<file path="src/design/srlt_pkg.sv">
package srlt_pkg;

  localparam int KIND_W      = 3;
  localparam int TABLE_W     = 64;
  localparam int RATE_W      = 32;
  localparam int RATIO_W     = 17;
  localparam int LEVEL_OUT_W = 5;
  localparam int PROD_W      = RATE_W + RATIO_W;
  localparam int FRAC_W      = 16;
  localparam int CFG_IDX_W   = 1;
  localparam int CFG_DATA_W  = 32;

  typedef enum logic {
    OP_UPGRADE   = 1'b0,
    OP_DOWNGRADE = 1'b1
  } op_e;

  typedef enum logic [1:0] {
    OUT_SET    = 2'd0,
    OUT_REMOVE = 2'd1,
    OUT_DROP   = 2'd2
  } outcome_e;

  typedef enum logic [CFG_IDX_W-1:0] {
    CFG_CUT_RATIO  = 1'b0,
    CFG_FLOOR_RATE = 1'b1
  } cfg_reg_e;

  typedef enum logic [3:0] {
    S_IDLE,
    S_UP_SCAN,
    S_UP_MUL,
    S_UP_EVAL,
    S_UP_REC,
    S_UP_DEC,
    S_UP_EMIT,
    S_DG_PUSH,
    S_DG_POP,
    S_DG_CNT,
    S_DG_SEL,
    S_DG_SCAN,
    S_DG_APPLY
  } state_e;

  typedef struct packed {
    op_e                 op;
    logic [KIND_W-1:0]   kind;
    logic [TABLE_W-1:0]  tbl;
    logic [RATE_W-1:0]   meas;
    logic                eos;
  } cmd_t;

  typedef struct packed {
    logic [KIND_W-1:0]  kind;
    logic [TABLE_W-1:0] tbl;
    logic [RATE_W-1:0]  rate;
  } ent_t;

  function automatic logic key_less(input logic [KIND_W-1:0] ka, input logic [TABLE_W-1:0] ta,
                                    input logic [KIND_W-1:0] kb, input logic [TABLE_W-1:0] tb);
    logic res;
    if (ka != kb) begin
      res = ka < kb;
    end else begin
      res = $signed(ta) < $signed(tb);
    end
    return res;
  endfunction

endpackage

</file>
<file path="src/design/srlt_front.sv">
module srlt_front (
  input  logic                        clk_i,
  input  logic                        rst_ni,
  input  logic                        in_valid_i,
  output logic                        in_ready_o,
  input  logic                        action_i,
  input  logic [srlt_pkg::KIND_W-1:0] flow_kind_i,
  input  logic [srlt_pkg::TABLE_W-1:0] flow_table_i,
  input  logic [srlt_pkg::RATE_W-1:0] measured_rate_i,
  input  logic                        end_of_snapshot_i,
  output logic                        cmd_valid_o,
  input  logic                        cmd_ready_i,
  output srlt_pkg::cmd_t              cmd_o
);

  // Two-word queue decoupling the input channel from the engine.
  srlt_pkg::cmd_t slot_q [2];
  logic           wr_ptr_q, rd_ptr_q;
  logic [1:0]     fill_q;
  srlt_pkg::cmd_t cmd_c;
  logic           push, pop;

  always_comb begin
    cmd_c.op   = action_i ? srlt_pkg::OP_DOWNGRADE : srlt_pkg::OP_UPGRADE;
    cmd_c.kind = flow_kind_i;
    cmd_c.tbl  = flow_table_i;
    cmd_c.meas = measured_rate_i;
    cmd_c.eos  = end_of_snapshot_i & ~action_i;
  end

  assign in_ready_o  = (fill_q != 2'd2);
  assign cmd_valid_o = (fill_q != 2'd0);
  assign cmd_o       = slot_q[rd_ptr_q];
  assign push        = in_valid_i & in_ready_o;
  assign pop         = cmd_valid_o & cmd_ready_i;

  always_ff @(posedge clk_i or negedge rst_ni) begin
    if (!rst_ni) begin
      wr_ptr_q <= 1'b0;
      rd_ptr_q <= 1'b0;
      fill_q   <= 2'd0;
    end else begin
      if (push) begin
        wr_ptr_q <= ~wr_ptr_q;
      end
      if (pop) begin
        rd_ptr_q <= ~rd_ptr_q;
      end
      if (push && !pop) begin
        fill_q <= fill_q + 2'd1;
      end else if (pop && !push) begin
        fill_q <= fill_q - 2'd1;
      end
    end
  end

  always_ff @(posedge clk_i) begin
    if (push) begin
      slot_q[wr_ptr_q] <= cmd_c;
    end
  end

endmodule

</file>
<file path="config.mk">
export PLATFORM = sky130hd
export DESIGN_NAME = srlt_front
export DESIGN_NICKNAME = d
export VERILOG_FILES = /design/src/design/srlt_pkg.sv /design/src/design/srlt_front.sv
export SDC_FILE = /design/constraint.sdc
export NUM_CORES = 1
export LEC_CHECK = 0
export BUFFER_PORTS_ARGS = -buffer_cell sky130_fd_sc_hd__buf_2
export CAP_MARGIN = 20
export CORE_ASPECT_RATIO = 1.1
export CORE_MARGIN = 1.5
export CORE_UTILIZATION = 56
export DETAILED_ROUTE_END_ITERATION = 10
export HOLD_SLACK_MARGIN = 0.02
export PLACE_DENSITY = 0.92
export SYNTH_ARGS = -nofsm -noshare
export SYNTH_HDL_FRONTEND = slang
export SYNTH_SLANG_ARGS = --single-unit
</file>
<file path="constraint.sdc">
create_clock -name clk_i -period 12.9 [get_ports clk_i]
set_input_delay 0.645 -clock clk_i [delete_from_list [all_inputs] [get_ports clk_i]]
set_output_delay 0.645 -clock clk_i [all_outputs]
set_load 0.05 [all_outputs]
</file>
Word level (Yosys, flattened, before mapping). Memories as Yosys holds them, arrays and structs flattened. Cells that the tools add are included.

Eq/ne operators: 1. Reduce and logical (&&, ||, !) cells: 6. Muxes and demuxes: 5. $add $sub $neg: 2. Bitwise logic cells: 6.

Operators by type and width (number): 2-bit two-way mux (2); 2-bit nonzero test (2); 1-bit AND (3); 1-bit two-way mux (3); 1-bit inverter (3); 2-bit by 1-bit adder with 2-bit output (second input constant) (1); 1-bit logical AND (2); 1-bit logical NOT (2); 2-bit != test (second input constant) (1); 2-bit by 1-bit subtractor with 2-bit output (second input constant) (1).

Memories: 1. Input port bits: 105. RAM bits: 202. Output and inout port bits: 103. Bits in registers: 4.

Memories: slot_q (words 2, bits a word 101, read ports 1, clocked after memory_dff 0, write ports 1, RTL line srlt_front.sv:17) `srlt_pkg::cmd_t slot_q [2];`.

Depth between registers and ports, before layout.
Word-level depth: 6. Gate-level depth with buffers: 7. Gate-level depth less buffers: 7.

Worst setup path after synthesis. Ideal clock, no wire load.

Path kind: register to register. From: register fill_q[0]. To: memory slot_q[0][0] (netlist name), enable pin. Path buffers: 0. Slack: 7063 ps. Clock period less this slack: 5837 ps. Data arrival time: 5274 ps. Stages on the path, launching flop included: 4. Cell sequence: dfrtp_1 nand2b_1 nand2_1 nor2_1.

Cells in the longest elaborated chain, start to end: 4.

Ends and longest elaborated chain: start: declaration (RTL line srlt_front.sv:19) `logic [1:0] fill_q;`; start signal: assignment (RTL line srlt_front.sv:50) `fill_q <= fill_q + 2'd1;`; start signal: assignment (RTL line srlt_front.sv:52) `fill_q <= fill_q - 2'd1;`; 2-bit != test (RTL line srlt_front.sv:31) `assign in_ready_o = (fill_q != 2'd2);`; net in_ready_o (RTL line srlt_front.sv:5) `output logic in_ready_o,`; 1-bit AND (RTL line srlt_front.sv:34) `assign push = in_valid_i & in_ready_o;`; 1-bit two-way mux (RTL line srlt_front.sv:58) `if (push) begin`; 1-bit two-way mux (implied by the code) (RTL line srlt_front.sv:59) `slot_q[wr_ptr_q] <= cmd_c;`; end: declaration (RTL line srlt_front.sv:17).

The timed path passes the listed nets, and every way through them passes these cells.

==> impl_metrics.env <==
export IMPL_setup_tns_ps=0
export IMPL_worst_slew_pin_slew_ps=1010
export IMPL_root_buffer="clkbuf_16"
export IMPL_cap_violations=0
export IMPL_synth_top_cell_area_share_pct=77.7
export IMPL_seq_area_frac_synth_pct=78.9
export IMPL_worst_setup_path_type="reg -> out"
export IMPL_setup_viol=0
export IMPL_clk_pin_slew_ps=60
export IMPL_synth_seq_cells=206
export IMPL_synth_nets=439
export IMPL_antenna_found_initial=0
export IMPL_ys_types=17
export IMPL_reg2reg_from="fill_q[0]"
export IMPL_peakVddDrop_mv=0.190
export IMPL_crit_arrival_ps=2970
export IMPL_min_to="slot_q[0][54]"
export IMPL_clk_path_buf_depth=3
export IMPL_cts_made_buffers=20
export IMPL_max_freq_mhz=276
export IMPL_worstHoldStart="flow_table_i[21]"
export IMPL_clock_latency_ps=480
export IMPL_start_util_pct=56.9
export IMPL_fin_skew_ps=10.1
export IMPL_grt_pass1_wl_um=19500
export IMPL_ant_nets=0
export IMPL_place_gp_congestion=0.709
export IMPL_core_region_area_um2=13700
export IMPL_post_route_period_util_pct=28.1
export IMPL_crit_slowest_cell="dfrtp_4"
export IMPL_hpwl_um=8820
export IMPL_maxSlewViolCount=0
export IMPL_worst_setup_path_start_kind="register"
export IMPL_ff2ff_path_depth=3
export IMPL_grt_pass1_vias=3981
export IMPL_final_nets=662
export IMPL_port_buffers=207
export IMPL_yosysWarnings=0
export IMPL_dieWidth_um=116
export IMPL_finalHoldViolations=0
export IMPL_grtUsageTotal_pct=17.3
export IMPL_nFillCells=894
export IMPL_critPathMaxStageDelay_ps=1080
export IMPL_status="complete, no violations"
export IMPL_drcViolationCount=0
export IMPL_rsz0062_at_grt="false"
export IMPL_grt_max_degree=63
export IMPL_htree_levels=1
export IMPL_io_pins=208
export IMPL_die_area_um2=14700
export IMPL_rows=45
export IMPL_layout_drive_gt1_share_pct=60.3
export IMPL_antennaDiodeCount=0
export IMPL_p_total_uw=2630
export IMPL_leakage_uw=0.00385
export IMPL_via_count=3807
export IMPL_path_cells="buf_4 > mux2_2 > buf_2"
export IMPL_min_period_ps=3620
export IMPL_r2r_setup_slack_ps=10590
export IMPL_drt_wirelength_per_cell_um=17.6
export IMPL_syn_to_final_growth_pct=23.5
export IMPL_postCtsSetupBuffers=0
export IMPL_synth_cells=333
export IMPL_first_pass_iters=4
export IMPL_synthTopCellsByArea="edfxtp_1 (78%), mux2_4 (15%), mux2_2 (3.0%)"
export IMPL_relSlewSlack_pct=32.6
export IMPL_avgSynthCellArea_um2=23.5
export IMPL_drt_wl_total_um=13300
export IMPL_syn_area_um2=7810
export IMPL_drt_iter0_drc=244
export IMPL_cp_data_required_time_ps=12260
export IMPL_async_reset_ff_share_pct=1.94
export IMPL_synth_common_cells="edfxtp_1 (202), mux2_4 (80), mux2_2 (21)"
export IMPL_yosys_most_used_dff="edfxtp_1"
export IMPL_synth_most_common_cell="edfxtp_1"
export IMPL_hold_path_class="in -> reg"
export IMPL_grt_remaining_overflow=0
export IMPL_die_height_um=127
export IMPL_reg2reg_to="slot_q[1][12]"
export IMPL_viasPerCell=5.03
export IMPL_crit_path_max_fanout=58
export IMPL_end_kind="primary output"
export IMPL_cts_sinks=206
export IMPL_hold_depth=1
export IMPL_yosys_area_top_type="edfxtp_1"
export IMPL_synth_edf_count=202
export IMPL_powerDensity_nw_per_um2=273
export IMPL_cts_tree="done"
critical path: cells and delay by family, from the launching register on:
kind                   cells  cell delay, ps
multiplexers               1             420
buffers and inverters      2             960
flip-flops                 1            1080
layout by cell type (no fill, tap or decap):
master | netlist | layout
nand2b_1 | 1 | 1
edfxtp_1 | 202 | 202
inv_1 | 1 | 1
dfrtp_1 | 4 | 3
dlygate4sd3_1 | 0 | 1
or2_2 | 1 | 1
nor2b_1 | 1 | 1
nor2_1 | 2 | 1
xnor2_1 | 3 | 3
clkbuf_16 | 0 | 21
clkbuf_8 | 0 | 1
buf_4 | 1 | 3
nand2_1 | 2 | 2
buf_12 | 0 | 1
and3_4 | 0 | 1
clkinv_2 | 0 | 4
mux2_2 | 21 | 21
inv_8 | 0 | 1
xor2_1 | 2 | 2
clkbuf_1 | 0 | 6
nor2_4 | 0 | 1
buf_2 | 2 | 207
clkinv_1 | 0 | 2
mux2_4 | 80 | 80
ha_1 | 1 | 1
dfrtp_4 | 0 | 1
flip-flops by register name, summed over array words and instances (netlist names):
signal,flops
wr_ptr_q,1
fill_q,2
slot_q,202
rd_ptr_q,1
final cells by class:
cell class	count	area, µm²	share of cell area, %
inverters	1	3.75	0.0389
repair buffers	212	1090	11.3
clock buffers	28	562	5.83
flip-flops and latches	206	6170	64.0
clock inverters	7	38.8	0.402
multi-input cells	115	1550	16.0
well taps	188	235	2.44
layer usage:
| layer | GRT usage, % | part of all wire (%) |
|---|---|---|
| met2 | 30.7 | 52 |
| met3 | 5.59 | 8.2 |
| met4 | 5.02 | 2.0 |
| met1 | 20.1 | 38 |
| met5 | 0 | 0 |
how the worst max path moves through the flow:
stage | startpoint | cells past startpoint | slack, ps | end
final | rd_ptr_q | 3 | 9280 | cmd_o[1]
after global routing | rd_ptr_q | 3 | 9120 | cmd_o[99]
after CTS | rd_ptr_q | 3 | 9210 | cmd_o[99]
after detailed placement | rd_ptr_q | 3 | 9730 | cmd_o[99]
after global placement | rd_ptr_q | 3 | 9790 | cmd_o[1]
after floorplan | fill_q[0] | 3 | 7060 | slot_q[0][0]
power breakdown:
part           total [µW]  switching [µW]  internal [µW]
combinational        1100             750            352
sequential           1000            85.3            917
clock                 528             223            305
total                2630            1060           1570
logic make-up (layout without fill, tap and decap cells):
kind of cell	count (synthesis)	after routing	share of synthesized area, %
xor+xnor	5	5	0.561
mux	101	101	18.4
simple gates	8	8	0.513
fa+ha+maj	1	1	0.160
buf+inv	12	248	1.43
flops	206	206	78.9
through the flow:
stage | hold WS [ps] | setup WS [ps] | instance area, µm² | std cells | util [%]
after floorplan | 349 | 7060 | 7810 | 333 | -
after global placement | 449 | 9790 | 9010 | 720 | 65.6
after detailed placement | 456 | 9730 | 9010 | 720 | 65.6
after CTS | 342 | 9210 | 9620 | 756 | 70.1
after global routing | 335 | 9120 | 9640 | 757 | 70.2
final | 355 | 9280 | 9640 | 757 | 70.2
what timing repair did:
action / in CTS / in global routing
resized for setup: 0 / 0
hold buffers: 1 / 0
hold endpoints to repair: 4 / 0
(Power assumes the default switching activity.)
